$ cat src/hdl/ttpe_pkg.sv
// Shared constants, types and command/status structs of the tap tempo period estimator.
package ttpe_pkg;

    localparam int TAP_DEPTH_DEF = 10;

    localparam logic [15:0] DEBOUNCE_RESET = 16'd250;
    localparam logic [15:0] WINDOW_RESET   = 16'd5000;
    localparam logic [15:0] PERIOD_RESET   = 16'd500;
    localparam logic [15:0] TEMPO_RESET    = 16'd15360;
    localparam logic [31:0] TEMPO_NUM      = 32'd7680000;
    localparam logic [15:0] SAT16          = 16'hFFFF;

    localparam int DIV_STEPS = 16;
    localparam int DIV_CNT_W = $clog2(DIV_STEPS + 1);

    localparam int CFG_IDX_W = 1;
    typedef logic [CFG_IDX_W-1:0] t_cfg_idx;
    localparam t_cfg_idx CFG_DEBOUNCE = 1'b0;
    localparam t_cfg_idx CFG_WINDOW   = 1'b1;

    typedef enum logic {
        DIV_AVG,
        DIV_TEMPO
    } t_div_sel;

    typedef struct packed {
        logic     cap;
        logic     check;
        logic     walk;
        logic     acc;
        logic     div_start;
        t_div_sel div_sel;
        logic     take_avg;
        logic     take_tempo;
        logic     out_load;
    } t_dp_cmd;

    typedef struct packed {
        logic bounce;
        logic cnt_zero;
        logic div_done;
    } t_dp_sts;

    typedef struct packed {
        logic        accepted;
        logic        updated;
        logic [15:0] period_ms;
        logic [15:0] tempo_q8;
        logic [3:0]  intervals_used;
        logic [31:0] beat_phase_time;
    } t_result;

endpackage

$ cat src/hdl/ttpe_in_if.sv
// Tap input channel: valid/ready handshake with the tap timestamp.
interface ttpe_in_if;
    logic        valid;
    logic        ready;
    logic [31:0] tap_time;

    modport source (output valid, output tap_time, input ready);
    modport sink   (input valid, input tap_time, output ready);
endinterface

$ cat src/hdl/ttpe_out_if.sv
// Result output channel: valid/ready handshake with period, tempo and phase fields.
interface ttpe_out_if;
    logic        valid;
    logic        ready;
    logic        accepted;
    logic        updated;
    logic [15:0] period_ms;
    logic [15:0] tempo_q8;
    logic [3:0]  intervals_used;
    logic [31:0] beat_phase_time;

    modport source (
        output valid, output accepted, output updated, output period_ms,
        output tempo_q8, output intervals_used, output beat_phase_time,
        input ready
    );
    modport sink (
        input valid, input accepted, input updated, input period_ms,
        input tempo_q8, input intervals_used, input beat_phase_time,
        output ready
    );
endinterface

$ cat src/hdl/ttpe_div.sv
// Shared restoring divider: 16 quotient bits, one per cycle, with saturation precheck.
module ttpe_div #(
    parameter int SUM_W = 36
) (
    input  logic             i_clk,
    input  logic             i_rst_n,
    input  logic             i_start,
    input  logic [SUM_W-1:0] i_dividend,
    input  logic [15:0]      i_divisor,
    output logic             o_done,
    output logic             o_ovf,
    output logic [15:0]      o_quo
);
    import ttpe_pkg::*;

    logic [DIV_CNT_W-1:0] r_cnt;
    logic                 r_done;
    logic                 r_ovf;
    logic [15:0]          r_div;
    logic [15:0]          r_rem;
    logic [15:0]          r_low;
    logic [15:0]          n_rem;
    logic                 n_qbit;
    logic [16:0]          w_trial;
    logic                 w_ovf;

    assign w_ovf   = i_dividend >= SUM_W'({i_divisor, 16'b0});
    assign w_trial = {r_rem, r_low[15]};

    always_comb begin
        if (w_trial >= {1'b0, r_div}) begin
            n_rem  = 16'(w_trial - {1'b0, r_div});
            n_qbit = 1'b1;
        end else begin
            n_rem  = w_trial[15:0];
            n_qbit = 1'b0;
        end
    end

    always_ff @(posedge i_clk) begin
        if (!i_rst_n) begin
            r_cnt  <= '0;
            r_done <= 1'b0;
        end else begin
            r_done <= 1'b0;
            if (i_start) begin
                r_div <= i_divisor;
                r_ovf <= w_ovf;
                if (w_ovf) begin
                    r_cnt  <= '0;
                    r_done <= 1'b1;
                end else begin
                    r_rem <= 16'(i_dividend[SUM_W-1:16]);
                    r_low <= i_dividend[15:0];
                    r_cnt <= DIV_CNT_W'(DIV_STEPS);
                end
            end else if (r_cnt != '0) begin
                r_rem <= n_rem;
                r_low <= {r_low[14:0], n_qbit};
                r_cnt <= r_cnt - DIV_CNT_W'(1);
                if (r_cnt == DIV_CNT_W'(1)) begin
                    r_done <= 1'b1;
                end
            end
        end
    end

    assign o_done = r_done;
    assign o_ovf  = r_ovf;
    assign o_quo  = r_low;
endmodule

$ cat src/hdl/ttpe_dp.sv
// Datapath: tap history, interval walk, period and tempo registers, result register.
module ttpe_dp #(
    parameter int TAP_DEPTH = ttpe_pkg::TAP_DEPTH_DEF
) (
    input  logic              i_clk,
    input  logic              i_rst_n,
    input  ttpe_pkg::t_dp_cmd i_cmd,
    output ttpe_pkg::t_dp_sts o_sts,
    input  logic [31:0]       i_tap_time,
    input  logic              i_cfg_we,
    input  ttpe_pkg::t_cfg_idx i_cfg_idx,
    input  logic [15:0]       i_cfg_data,
    output ttpe_pkg::t_result o_res
);
    import ttpe_pkg::*;

    localparam int CNT_W = $clog2(TAP_DEPTH);
    localparam int SUM_W = 32 + $clog2(TAP_DEPTH);

    logic [31:0]      r_hist [TAP_DEPTH];
    logic [31:0]      r_tap;
    logic [31:0]      r_limit;
    logic [31:0]      r_phase;
    logic [SUM_W-1:0] r_sum;
    logic [CNT_W-1:0] r_cnt;
    logic             r_active;
    logic             r_accepted;
    logic             r_updated;
    logic [15:0]      r_period;
    logic [15:0]      r_tempo;
    logic [15:0]      r_deb;
    logic [15:0]      r_win;
    t_result          r_out;

    logic [31:0]      w_deb_sum;
    logic             w_bounce;
    logic [31:0]      w_ivl;
    logic [SUM_W-1:0] w_dividend;
    logic [15:0]      w_divisor;
    logic             w_div_done;
    logic             w_div_ovf;
    logic [15:0]      w_div_quo;

    assign w_deb_sum = r_hist[0] + {16'b0, r_deb};
    assign w_bounce  = w_deb_sum > r_tap;
    assign w_ivl     = r_hist[0] - r_hist[1];

    assign w_dividend = (i_cmd.div_sel == DIV_AVG) ? r_sum : SUM_W'(TEMPO_NUM);
    assign w_divisor  = (i_cmd.div_sel == DIV_AVG) ? 16'(r_cnt) : r_period;

    ttpe_div #(
        .SUM_W (SUM_W)
    ) u_div (
        .i_clk      (i_clk),
        .i_rst_n    (i_rst_n),
        .i_start    (i_cmd.div_start),
        .i_dividend (w_dividend),
        .i_divisor  (w_divisor),
        .o_done     (w_div_done),
        .o_ovf      (w_div_ovf),
        .o_quo      (w_div_quo)
    );

    always_ff @(posedge i_clk) begin
        if (!i_rst_n) begin
            for (int j = 0; j < TAP_DEPTH; j++) begin
                r_hist[j] <= '0;
            end
            r_period <= PERIOD_RESET;
            r_tempo  <= TEMPO_RESET;
            r_deb    <= DEBOUNCE_RESET;
            r_win    <= WINDOW_RESET;
        end else begin
            if (i_cfg_we) begin
                unique case (i_cfg_idx)
                    CFG_DEBOUNCE: r_deb <= i_cfg_data;
                    CFG_WINDOW:   r_win <= i_cfg_data;
                endcase
            end
            if (i_cmd.cap) begin
                r_tap <= i_tap_time;
            end
            if (i_cmd.check) begin
                r_sum      <= '0;
                r_cnt      <= '0;
                r_active   <= 1'b1;
                r_updated  <= 1'b0;
                r_accepted <= !w_bounce;
                r_phase    <= w_bounce ? 32'b0 : r_tap - {16'b0, r_period};
                r_limit    <= r_tap - {16'b0, r_win};
                if (!w_bounce) begin
                    r_hist[0] <= r_tap;
                    for (int j = 1; j < TAP_DEPTH; j++) begin
                        r_hist[j] <= r_hist[j-1];
                    end
                end
            end
            if (i_cmd.walk) begin
                for (int j = 0; j < TAP_DEPTH - 1; j++) begin
                    r_hist[j] <= r_hist[j+1];
                end
                r_hist[TAP_DEPTH-1] <= r_hist[0];
                if (i_cmd.acc && r_active) begin
                    if (r_hist[1] > r_limit) begin
                        r_sum <= r_sum + SUM_W'(w_ivl);
                        r_cnt <= r_cnt + CNT_W'(1);
                    end else begin
                        r_active <= 1'b0;
                    end
                end
            end
            if (i_cmd.take_avg && w_div_done) begin
                r_period  <= w_div_ovf ? SAT16 : w_div_quo;
                r_updated <= 1'b1;
            end
            if (i_cmd.take_tempo && w_div_done) begin
                r_tempo <= w_div_ovf ? SAT16 : w_div_quo;
            end
            if (i_cmd.out_load) begin
                r_out.accepted        <= r_accepted;
                r_out.updated         <= r_updated;
                r_out.period_ms       <= r_period;
                r_out.tempo_q8        <= r_tempo;
                r_out.intervals_used  <= 4'(r_cnt);
                r_out.beat_phase_time <= r_phase;
            end
        end
    end

    assign o_sts.bounce   = w_bounce;
    assign o_sts.cnt_zero = (r_cnt == '0);
    assign o_sts.div_done = w_div_done;
    assign o_res          = r_out;
endmodule

$ cat src/hdl/ttpe_ctrl.sv
// Controller: sequences capture, debounce, history walk, two divisions and result transfer.
module ttpe_ctrl #(
    parameter int TAP_DEPTH = ttpe_pkg::TAP_DEPTH_DEF
) (
    input  logic              i_clk,
    input  logic              i_rst_n,
    input  logic              i_in_valid,
    output logic              o_in_ready,
    output logic              o_out_valid,
    input  logic              i_out_ready,
    input  ttpe_pkg::t_dp_sts i_sts,
    output ttpe_pkg::t_dp_cmd o_cmd
);
    import ttpe_pkg::*;

    localparam int STEP_W = $clog2(TAP_DEPTH);
    localparam logic [STEP_W-1:0] LAST_STEP = STEP_W'(TAP_DEPTH - 1);

    typedef enum logic [2:0] {
        S_IDLE,
        S_CHECK,
        S_WALK,
        S_SETUP,
        S_DIV_AVG,
        S_TMP_START,
        S_DIV_TMP,
        S_DONE
    } t_state;

    t_state            r_state;
    logic [STEP_W-1:0] r_step;
    logic              r_out_valid;
    logic              w_out_free;

    assign w_out_free = !r_out_valid || i_out_ready;

    always_comb begin
        o_cmd         = '0;
        o_cmd.div_sel = DIV_AVG;
        unique case (r_state)
            S_IDLE:      o_cmd.cap = i_in_valid;
            S_CHECK:     o_cmd.check = 1'b1;
            S_WALK: begin
                o_cmd.walk = 1'b1;
                o_cmd.acc  = (r_step != LAST_STEP);
            end
            S_SETUP:     o_cmd.div_start = !i_sts.cnt_zero;
            S_DIV_AVG:   o_cmd.take_avg = 1'b1;
            S_TMP_START: begin
                o_cmd.div_start = 1'b1;
                o_cmd.div_sel   = DIV_TEMPO;
            end
            S_DIV_TMP: begin
                o_cmd.take_tempo = 1'b1;
                o_cmd.div_sel    = DIV_TEMPO;
            end
            S_DONE:      o_cmd.out_load = w_out_free;
            default:     o_cmd = '0;
        endcase
    end

    always_ff @(posedge i_clk) begin
        if (!i_rst_n) begin
            r_state     <= S_IDLE;
            r_step      <= '0;
            r_out_valid <= 1'b0;
        end else begin
            if (r_out_valid && i_out_ready) begin
                r_out_valid <= 1'b0;
            end
            unique case (r_state)
                S_IDLE: begin
                    if (i_in_valid) begin
                        r_state <= S_CHECK;
                    end
                end
                S_CHECK: begin
                    r_step  <= '0;
                    r_state <= i_sts.bounce ? S_DONE : S_WALK;
                end
                S_WALK: begin
                    r_step <= r_step + STEP_W'(1);
                    if (r_step == LAST_STEP) begin
                        r_state <= S_SETUP;
                    end
                end
                S_SETUP: begin
                    r_state <= i_sts.cnt_zero ? S_DONE : S_DIV_AVG;
                end
                S_DIV_AVG: begin
                    if (i_sts.div_done) begin
                        r_state <= S_TMP_START;
                    end
                end
                S_TMP_START: r_state <= S_DIV_TMP;
                S_DIV_TMP: begin
                    if (i_sts.div_done) begin
                        r_state <= S_DONE;
                    end
                end
                S_DONE: begin
                    if (w_out_free) begin
                        r_out_valid <= 1'b1;
                        r_state     <= S_IDLE;
                    end
                end
                default: r_state <= S_IDLE;
            endcase
        end
    end

    assign o_in_ready  = (r_state == S_IDLE);
    assign o_out_valid = r_out_valid;
endmodule

$ cat src/hdl/tap_tempo_period_estimator.sv
// Top level of the tap tempo period estimator: controller, datapath and channel ports.
//
//   channel   dir   handshake              payload
//   i_tap     in    valid/ready            tap_time[31:0]
//   o_res     out   valid/ready            accepted, updated, period_ms, tempo_q8,
//                                          intervals_used, beat_phase_time
//   i_cfg_*   in    write enable only      idx 0 debounce_ms, idx 1 window_ms
//
// An ignored tap goes from the check straight to the result; an accepted tap walks the
// whole history and, when intervals count, runs two divider waits (16 quotient bits
// each) with a start step between them. A saturating quotient skips the bit steps.
// Reset clears the history, sets period 500, tempo 15360 and the register defaults.
// The result register frees the input side: a new tap transfers while a result waits.
// A stalled result holds the block in its last step until the output transfer.
module tap_tempo_period_estimator #(
    parameter int TAP_DEPTH = ttpe_pkg::TAP_DEPTH_DEF
) (
    input  logic               i_clk,
    input  logic               i_rst_n,
    ttpe_in_if.sink            i_tap,
    ttpe_out_if.source         o_res,
    input  logic               i_cfg_we,
    input  ttpe_pkg::t_cfg_idx i_cfg_idx,
    input  logic [15:0]        i_cfg_data
);
    import ttpe_pkg::*;

    t_dp_cmd w_cmd;
    t_dp_sts w_sts;
    t_result w_res;

    ttpe_ctrl #(
        .TAP_DEPTH (TAP_DEPTH)
    ) u_ctrl (
        .i_clk       (i_clk),
        .i_rst_n     (i_rst_n),
        .i_in_valid  (i_tap.valid),
        .o_in_ready  (i_tap.ready),
        .o_out_valid (o_res.valid),
        .i_out_ready (o_res.ready),
        .i_sts       (w_sts),
        .o_cmd       (w_cmd)
    );

    ttpe_dp #(
        .TAP_DEPTH (TAP_DEPTH)
    ) u_dp (
        .i_clk      (i_clk),
        .i_rst_n    (i_rst_n),
        .i_cmd      (w_cmd),
        .o_sts      (w_sts),
        .i_tap_time (i_tap.tap_time),
        .i_cfg_we   (i_cfg_we),
        .i_cfg_idx  (i_cfg_idx),
        .i_cfg_data (i_cfg_data),
        .o_res      (w_res)
    );

    assign o_res.accepted        = w_res.accepted;
    assign o_res.updated         = w_res.updated;
    assign o_res.period_ms       = w_res.period_ms;
    assign o_res.tempo_q8        = w_res.tempo_q8;
    assign o_res.intervals_used  = w_res.intervals_used;
    assign o_res.beat_phase_time = w_res.beat_phase_time;
endmodule
$ cat src/flat_wrapper.sv
// flat-port wrapper written by rule: the top's interface ports become plain ports
module tap_tempo_period_estimator_flat import ttpe_pkg::*;
#(
    parameter int TAP_DEPTH = ttpe_pkg::TAP_DEPTH_DEF
)
  (i_clk, i_rst_n, i_cfg_we, i_cfg_idx, i_cfg_data, i_tap_valid, i_tap_tap_time, i_tap_ready, o_res_valid, o_res_accepted, o_res_updated, o_res_period_ms, o_res_tempo_q8, o_res_intervals_used, o_res_beat_phase_time, o_res_ready);
  ttpe_in_if i_tap_i ();
  ttpe_out_if o_res_i ();
  input  logic i_clk;
  input  logic i_rst_n;
  input  logic i_cfg_we;
  input  ttpe_pkg::t_cfg_idx i_cfg_idx;
  input  logic [15:0] i_cfg_data;
  input wire logic [$bits(i_tap_i.valid)-1:0] i_tap_valid;
  input wire logic [$bits(i_tap_i.tap_time)-1:0] i_tap_tap_time;
  output wire logic [$bits(i_tap_i.ready)-1:0] i_tap_ready;
  output wire logic [$bits(o_res_i.valid)-1:0] o_res_valid;
  output wire logic [$bits(o_res_i.accepted)-1:0] o_res_accepted;
  output wire logic [$bits(o_res_i.updated)-1:0] o_res_updated;
  output wire logic [$bits(o_res_i.period_ms)-1:0] o_res_period_ms;
  output wire logic [$bits(o_res_i.tempo_q8)-1:0] o_res_tempo_q8;
  output wire logic [$bits(o_res_i.intervals_used)-1:0] o_res_intervals_used;
  output wire logic [$bits(o_res_i.beat_phase_time)-1:0] o_res_beat_phase_time;
  input wire logic [$bits(o_res_i.ready)-1:0] o_res_ready;
  assign i_tap_i.valid = i_tap_valid;
  assign i_tap_i.tap_time = i_tap_tap_time;
  assign i_tap_ready = i_tap_i.ready;
  assign o_res_valid = o_res_i.valid;
  assign o_res_accepted = o_res_i.accepted;
  assign o_res_updated = o_res_i.updated;
  assign o_res_period_ms = o_res_i.period_ms;
  assign o_res_tempo_q8 = o_res_i.tempo_q8;
  assign o_res_intervals_used = o_res_i.intervals_used;
  assign o_res_beat_phase_time = o_res_i.beat_phase_time;
  assign o_res_i.ready = o_res_ready;
  tap_tempo_period_estimator #(.TAP_DEPTH(TAP_DEPTH)) u_core (.i_clk(i_clk), .i_rst_n(i_rst_n), .i_tap(i_tap_i), .o_res(o_res_i), .i_cfg_we(i_cfg_we), .i_cfg_idx(i_cfg_idx), .i_cfg_data(i_cfg_data));
endmodule
$ cat config.mk
export PLATFORM = sky130hd
export DESIGN_NAME = tap_tempo_period_estimator_flat
export DESIGN_NICKNAME = d
export VERILOG_FILES = /design/src/hdl/ttpe_pkg.sv /design/src/hdl/ttpe_in_if.sv /design/src/hdl/ttpe_out_if.sv /design/src/hdl/ttpe_div.sv /design/src/hdl/ttpe_dp.sv /design/src/hdl/ttpe_ctrl.sv /design/src/hdl/tap_tempo_period_estimator.sv /design/src/flat_wrapper.sv
export SDC_FILE = /design/constraint.sdc
export NUM_CORES = 1
export LEC_CHECK = 0
export ABC_CLOCK_PERIOD_IN_PS = 61000
export BUFFER_PORTS_ARGS = -buffer_cell sky130_fd_sc_hd__clkbuf_2
export CAP_MARGIN = 20
export CORE_MARGIN = 4
export CORE_UTILIZATION = 49
export CTS_CLUSTER_SIZE = 25
export DETAILED_ROUTE_END_ITERATION = 16
export PLACE_DENSITY = 0.65
export SLEW_MARGIN = 40
export SYNTH_ARGS = -nofsm -noshare
export SYNTH_HDL_FRONTEND = slang
export SYNTH_SLANG_ARGS = --single-unit
$ cat constraint.sdc
create_clock -name i_clk -period 61 [get_ports i_clk]
set_clock_uncertainty 0.15 [all_clocks]
set_input_delay 9.15 -clock i_clk [delete_from_list [all_inputs] [get_ports i_clk]]
set_output_delay 9.15 -clock i_clk [all_outputs]
set_load 0.005 [all_outputs]
==> reports/qor.yml, run 1 <==
clock_network:
  cts_post_setup_buffers_inserted: 0
  cts_tree: "done"
  cts.reportedPaths.clkPinSlew_ns: 0.06
  cts.sink_count: 656
  clk_root_buffer_cell: "clkbuf_16"
  clock_path_buffers: 3
  cts_hold_buffers: 0
  cts_buffers: 72
  ctsResizeCount: 0
  worst_skew_pair.late_latency_ns: 0.61
  htree_num_levels: 3
sta:
  rsz0062_at_grt: "no"
  finalCriticalPeriod_ns: 11.80
  slew_headroom: 0.453
  setup_viol_count_final: 0
  maxSlewViolCount: 0
  worst-slew-pin-transition_ns: 0.818
  period_share: 0.193
  max_freq_mhz: 84.7
  final_worst_path_setup_slack_ns: 49.20
  timing_hold_violations_final: 0
  fin_tns_setup_ns: 0
drt:
  avgRoutedWirePerCell_um: 21.5
  finalWirelength_um: 85500
  firstDrtPassIters: 5
  drt_iter0_drc: 2217
  num_vias: 24000
  detail_route.vias_per_cell: 6.03
  route.detailed.drc: 0
  drtAntennaViolNets: 0
floorplanning:
  floorplan.initialDensity: 0.497
  chipHeight_um: 272
  i_o_pin_total: 126
  placement_rows: 96
  die_w_um: 272
  core_um2: 68900
  die_area_um2: 74200
cells_and_area:
  layout.cells.most_common: "edfxtp_1"
  finalInstanceArea_um2: 38100
  antenna_cells: 0
  multiInputGateArea_um2: 14000
  layout-area-overhead-vs-synth_pct: 11.3
  most_frequent_cells_in_the_layout: "edfxtp_1, a22o_1, ha_1, inv_1, nand2_1"
  drive_above_1_share: 0.104
  num-fill-cells: 5874
  design.final.nets: 3257
  number_of_cells_in_the_finished_layout_apart_from_fillers: 3978
  layout.area.seq_um2: 18900
power_and_ir_drop:
  p_per_area_nw_per_um2: 40.2
  p_leak_nw: 15.5
  p_total_mw: 1.53
  largest_voltage_drop_on_the_vdd_net_v: 0.0000274
flow_run:
  drv_cap: 0
placement:
  placement.setup.worst_slack_ns: 48.15
  place_area_um2: 35700
  dp.final_hpwl_um: 60300
  gp_congestion: 0.918
  port-buffer-count: 125
  dp_cells: 3846
logic_synthesis:
  combinational_family_with_the_most_area_after_synthesis: "compound AO/OA/AOI/OAI gates"
  ys_seq_elements: 656
  yosysSeqAreaShare: 0.552
  post_synth_xor_area_fraction: 0.0373
  post_synth_instance_area_um2: 34300
  synthSimpleGateAreaFrac: 0.0966
  postSynthAreaPerCell_um2: 11.8
  syn-num-nets: 3169
  post_synth_num_cell_types: 93
  postSynthCellCount: 2904
  synthAdderAreaFrac: 0.0783
  yosysWarnings: 0
  yosys_most_used_dff: "edfxtp_1"
  synth-edff-count: 578
  post_synthesis_async_set_or_reset_flop_share: 0
  post_synth_mux_area_share: 0.00726
  area_fraction_in_compound_gates_after_synthesis: 0.188
outcome:
  status: "complete, no violations"
global_route:
  via_count_of_the_first_global_routing_pass: 22700
  grt_first_pass_wirelength_um: 132000
  antenna_found_initial: 0
  grt_util_all_layers: 0.225
  grt_start_max_net_pins: 132
  remaining_global_route_overflow: 0
critical_path:
  element_type_at_the_critical_path_start: "input port"
  crit_required_ns: 61.33
  setup.worst_path.end_class: "flip-flop"
  cp_max_fo: 99
  crit_arrival_ns: 12.13
  criticalPathCategory: "input port to flip-flop"
worst_hold_path:
  min-delay-path-class: "flip-flop to flip-flop"
report_power, final:
part / internal, mW / switching, mW
sequential: 0.578 / 0.0590
combinational: 0.190 / 0.280
clock: 0.244 / 0.184
total: 1.01 / 0.522
worst max-delay path: stages:
cell and delay, ns:
buf_4 0.47, and3_4 0.40, nor2b_4 0.40, buf_4 0.70
buf_6 0.64, a22o_1 0.23
path summary, 6_finish.rpt:
kind / cells after the start / slack, ns / startpoint / to
max: 6 / 49.20 / i_rst_n / u_core.u_dp.r_hist[0][251]$_SDFFCE_PN0P_
min: 0 / 0.27 / u_core.u_dp.r_phase[12]$_SDFFCE_PN0P_ / u_core.u_dp.o_res[12]$_DFFE_PP_
max reg2reg: 25 / 53.23 / u_core.u_dp.r_hist[0][0]$_SDFFCE_PN0P_ / u_core.u_dp.r_hist[0][117]$_SDFFCE_PN0P_
min reg2reg: 0 / 0.27 / u_core.u_dp.r_phase[12]$_SDFFCE_PN0P_ / u_core.u_dp.o_res[12]$_DFFE_PP_
layer usage:
| metal | global-route usage | part of all wire |
|---|---|---|
| met5 | 0 | 0 |
| met4 | 0.0603 | 0.025 |
| met3 | 0.0302 | 0.062 |
| met2 | 0.345 | 0.45 |
| met1 | 0.340 | 0.46 |
flip-flops by register name (all words and copies together), names as in the netlist, 3 cells and up:
register and flops:
u_core.u_dp.r_hist 320, u_core.u_dp.o_res 70, u_core.u_dp.r_sum 36, u_core.u_dp.r_limit 32
u_core.u_dp.r_phase 32, u_core.u_dp.r_tap 32, u_core.u_dp.r_deb 16, u_core.u_dp.r_period 16
u_core.u_dp.r_tempo 16, u_core.u_dp.r_win 16, u_core.u_dp.u_div.o_quo 16, u_core.u_dp.u_div.r_div 16
u_core.u_dp.u_div.r_rem 16, u_core.u_dp.u_div.r_cnt 5, u_core.u_ctrl.r_step 4, u_core.u_dp.r_cnt 4
u_core.u_ctrl.r_state 3
stage by stage:
stage / util / hold WS (ns)
2_1_floorplan: - / 0.250
3_3_place_gp: 0.517 / 0.254
3_5_place_dp: 0.519 / 0.255
4_1_cts: 0.552 / 0.268
5_1_grt: 0.553 / 0.275
6_report: 0.553 / 0.267
kinds of logic (layout without fill, tap and decap cells):
family | Yosys count | after routing
XOR/XNOR | 146 | 146
flip-flops | 656 | 656
multiplexers | 24 | 24
buffers and inverters | 338 | 481
AO/OA/AOI/OAI | 863 | 863
AND/OR/NAND/NOR | 666 | 666
adder cells (fa/ha/maj) | 211 | 211
synth_stat cells, types with 26 or more instances:
cell type  instances  area [um2]
xnor2_1          100         876
clkbuf_1          88         330
o21ai_0          111         556
nor2_1           151         567
a21oi_1          131         656
edfxtp_1         578       17400
nand3_1           73         365
nor2b_1           33         206
a21boi_0          30         225
o21a_1            26         195
a22o_1           335        2930
ha_1             205        2560
inv_1            197         739
nand2_1          184         691
nor3_1            52         260
nand4_1           35         219
dfxtp_1           78        1560
xor2_1            46         403
a21o_1            71         533
o211ai_1          26         195
final cells by class:
type	count	area share
Clock inverter	44	0.0114
Timing Repair Buffer	152	0.0251
Multi-Input combinational cell	1910	0.368
Tap cell	931	0.0305
Clock buffer	85	0.0490
Sequential cell	656	0.496
Inverter	200	0.0197
Power figures use the tool's default switching activity.
==> run 2, diff against run 1 <==
--- a/config.mk
+++ b/config.mk
@@ -5,14 +5,14 @@
 export SDC_FILE = /design/constraint.sdc
 export NUM_CORES = 1
 export LEC_CHECK = 0
-export ABC_CLOCK_PERIOD_IN_PS = 61000
+export ABC_CLOCK_PERIOD_IN_PS = 10650
 export BUFFER_PORTS_ARGS = -buffer_cell sky130_fd_sc_hd__clkbuf_2
 export CAP_MARGIN = 20
 export CORE_MARGIN = 4
 export CORE_UTILIZATION = 49
 export CTS_CLUSTER_SIZE = 25
 export DETAILED_ROUTE_END_ITERATION = 16
-export PLACE_DENSITY = 0.65
+export PLACE_DENSITY = 0.68
 export SLEW_MARGIN = 40
 export SYNTH_ARGS = -nofsm -noshare
 export SYNTH_HDL_FRONTEND = slang
==> constraint.sdc (replaced) <==
create_clock -name i_clk -period 10.65 [get_ports i_clk]
set_clock_uncertainty 0.15 [all_clocks]
set_input_delay 1.5975 -clock i_clk [delete_from_list [all_inputs] [get_ports i_clk]]
set_output_delay 1.5975 -clock i_clk [all_outputs]
set_load 0.005 [all_outputs]
==> run 2 against run 1 <==
Critical path depth rose by 19. Largest power group unchanged. First-iteration DRC count is 4.8% higher. Die area stayed put. Critical path type is now flip-flop to flip-flop. Non-clock buffer count is 1 higher. Highest routed layer is now met5.
==> reports/qor.yml, run 2 (same netlist as run 1, synthesis figures left out) <==
clock_network:
  ctsResizeCount: 0  # unchanged
  cts_buffers: 71  # -1.4%
  cts.reportedPaths.clkPinSlew_ns: 0.06  # about the same
  cts_tree: "done"
  cts_post_setup_buffers_inserted: 0  # unchanged
  cts_hold_buffers: 0  # unchanged
  cts.sink_count: 656  # unchanged
  htree_num_levels: 3  # unchanged
  clk_root_buffer_cell: "clkbuf_16"
  clock_path_buffers: 3  # unchanged
  worst_skew_pair.late_latency_ns: 0.62  # about the same
placement:
  dp_cells: 3849  # +0.078%
  port-buffer-count: 125  # unchanged
  place_area_um2: 35800  # +0.21%
  gp_congestion: 0.929  # +1.2%
  dp.final_hpwl_um: 61300  # +1.7%
critical_path:
  worstPathBufferInverterCount: 4  # +1
  criticalPathCategory: "flip-flop to flip-flop"
  element_type_at_the_critical_path_start: "flip-flop"
  setup.worst_path.end_class: "flip-flop"
  cp_delay_by_family_top: "compound AO/OA/AOI/OAI gates"
  critical-path-max-stage-delay_ns: 0.59  # -0.11 ns
  cp_max_fo: 100  # +1.0%
  crit_arrival_ns: 7.42  # -4.71 ns
  critical_path.slowest_cell: "o21ai_4"
  crit_required_ns: 10.75  # -50.58 ns
cells_and_area:
  layout.cells.most_common: "edfxtp_1"
  finalInstanceArea_um2: 38300  # +0.28%
  layout-area-overhead-vs-synth_pct: 11.6
  most_frequent_cells_in_the_layout: "edfxtp_1, a22o_1, ha_1, inv_1, nand2_1"
  drive_above_1_share: 0.104  # -0.000396
  design.final.nets: 3257  # unchanged
  utilization: 0.555  # +0.00154
  number_of_cells_in_the_finished_layout_apart_from_fillers: 3980  # +0.050%
  antenna_cells: 0  # unchanged
  largest_reg_flops: 320  # unchanged
  largest_register: "u_core.u_dp.r_hist"
sta:
  worst-slew-pin-transition_ns: 0.897  # +0.0789 ns
  fin_tns_setup_ns: 0  # unchanged
  setup_viol_count_final: 0  # unchanged
  max_freq_mhz: 137
  timing_hold_violations_final: 0  # unchanged
  slew_headroom: 0.401  # -0.0527
  finalCriticalPeriod_ns: 7.32
  hold_slack_ns: 0.266  # -0.000816 ns
  rsz0062_at_grt: "no"
  period_share: 0.687
  maxSlewViolCount: 0  # unchanged
power_and_ir_drop:
  p_per_area_nw_per_um2: 233  # +480%
  p_leak_nw: 15.5  # +0.49%
  largest_voltage_drop_on_the_vdd_net_v: 0.000136  # +400%
floorplanning:
  die_w_um: 272  # unchanged
  placement_rows: 96  # unchanged
  die_area_um2: 74200  # unchanged
  floorplan.initialDensity: 0.497  # unchanged
  i_o_pin_total: 126  # unchanged
  chipHeight_um: 272  # unchanged
  core_um2: 68900  # unchanged
drt:
  drtAntennaViolNets: 0  # unchanged
  route.detailed.drc: 0  # unchanged
  firstDrtPassIters: 5  # unchanged
  avgRoutedWirePerCell_um: 21.8  # +1.6%
  drt_iter0_drc: 2323  # +4.8%
  finalWirelength_um: 86900  # +1.7%
  num_vias: 24200  # +1.0%
  detail_route.vias_per_cell: 6.09  # +0.95%
global_route:
  antenna_found_initial: 3  # +3
  grt_util_all_layers: 0.229  # +0.00396
  grt_first_pass_wirelength_um: 135000  # +1.9%
  remaining_global_route_overflow: 0  # unchanged
  grt_start_max_net_pins: 135  # +2.3%
  via_count_of_the_first_global_routing_pass: 23300  # +2.8%
worst_hold_path:
  min-delay-path-class: "flip-flop to flip-flop"
flow_run:
  drv_cap: 0  # unchanged
outcome:
  status: "complete, no violations"
-- run 2: worst paths after layout --
| check | startpoint | end | slack, ns | cells past startpoint |
|---|---|---|---|---|
| max | u_core.u_dp.r_hist[0][0]$_SDFFCE_PN0P_ | u_core.u_dp.r_hist[0][58]$_SDFFCE_PN0P_ | 3.33 | 25 |
| min | u_core.u_dp.r_phase[24]$_SDFFCE_PN0P_ | u_core.u_dp.o_res[24]$_DFFE_PP_ | 0.27 | 0 |
| max reg2reg | u_core.u_dp.r_hist[0][0]$_SDFFCE_PN0P_ | u_core.u_dp.r_hist[0][58]$_SDFFCE_PN0P_ | 3.33 | 25 |
| min reg2reg | u_core.u_dp.r_phase[24]$_SDFFCE_PN0P_ | u_core.u_dp.o_res[24]$_DFFE_PP_ | 0.27 | 0 |
-- run 2: metal layers --
layer / vias up / track usage / part of all wire / wire (um)
met3: 194 / 0.0351 / 0.070 / 6090
met4: 8 / 0.0727 / 0.031 / 2710
met1: 11900 / 0.337 / 0.45 / 39100
met5: - / 0 / 0.00059 / 51
met2: 906 / 0.352 / 0.45 / 38900
li1: 11200 / - / - / -
-- run 2: worst reg2reg max path, stage by stage, from the launching register on --
cell and delay [ns]:
edfxtp_1 0.39, ha_1 0.20, inv_1 0.06, fa_1 0.40, nor2b_1 0.13, o21ai_1 0.09, a21boi_1 0.29, o41ai_1 0.18
o21ai_1 0.28, a21oi_1 0.14, a211o_1 0.43, nor4b_1 0.40, xor2_1 0.12, ha_1 0.31, nand3_1 0.10, nor2_1 0.12
nand2_1 0.07, or2_1 0.25, nor4_2 0.29, and2_1 0.22, a21oi_4 0.03, buf_4 0.32, o21a_1 0.32, o21ai_4 0.59
buf_12 0.51, buf_16 0.45
-- run 2: final cells by class --
type | count | area, um2
Timing Repair Buffer | 153 | 976
Multi-Input combinational cell | 1910 | 14000
Clock inverter | 31 | 373
Clock buffer | 99 | 2030
Inverter | 200 | 751
Fill cell | 5774 | 30700
Tap cell | 931 | 1160
Sequential cell | 656 | 18900
-- run 2: where the power goes --
group	leakage (nW)	switching [mW]	internal, mW	total [mW]
clock network	1.18	1.04	1.51	2.55
registers	6.44	0.342	3.31	3.65
logic	7.92	1.63	1.09	2.72
-- run 2: stage by stage --
stage | setup slack, ns | power, mW
2_1_floorplan | 1.29 | 5.63
3_3_place_gp | 3.76 | 6.25
3_5_place_dp | 3.43 | 6.35
4_1_cts | 3.43 | 8.93
5_1_grt | 2.86 | 9.41
6_report | 3.33 | 8.92
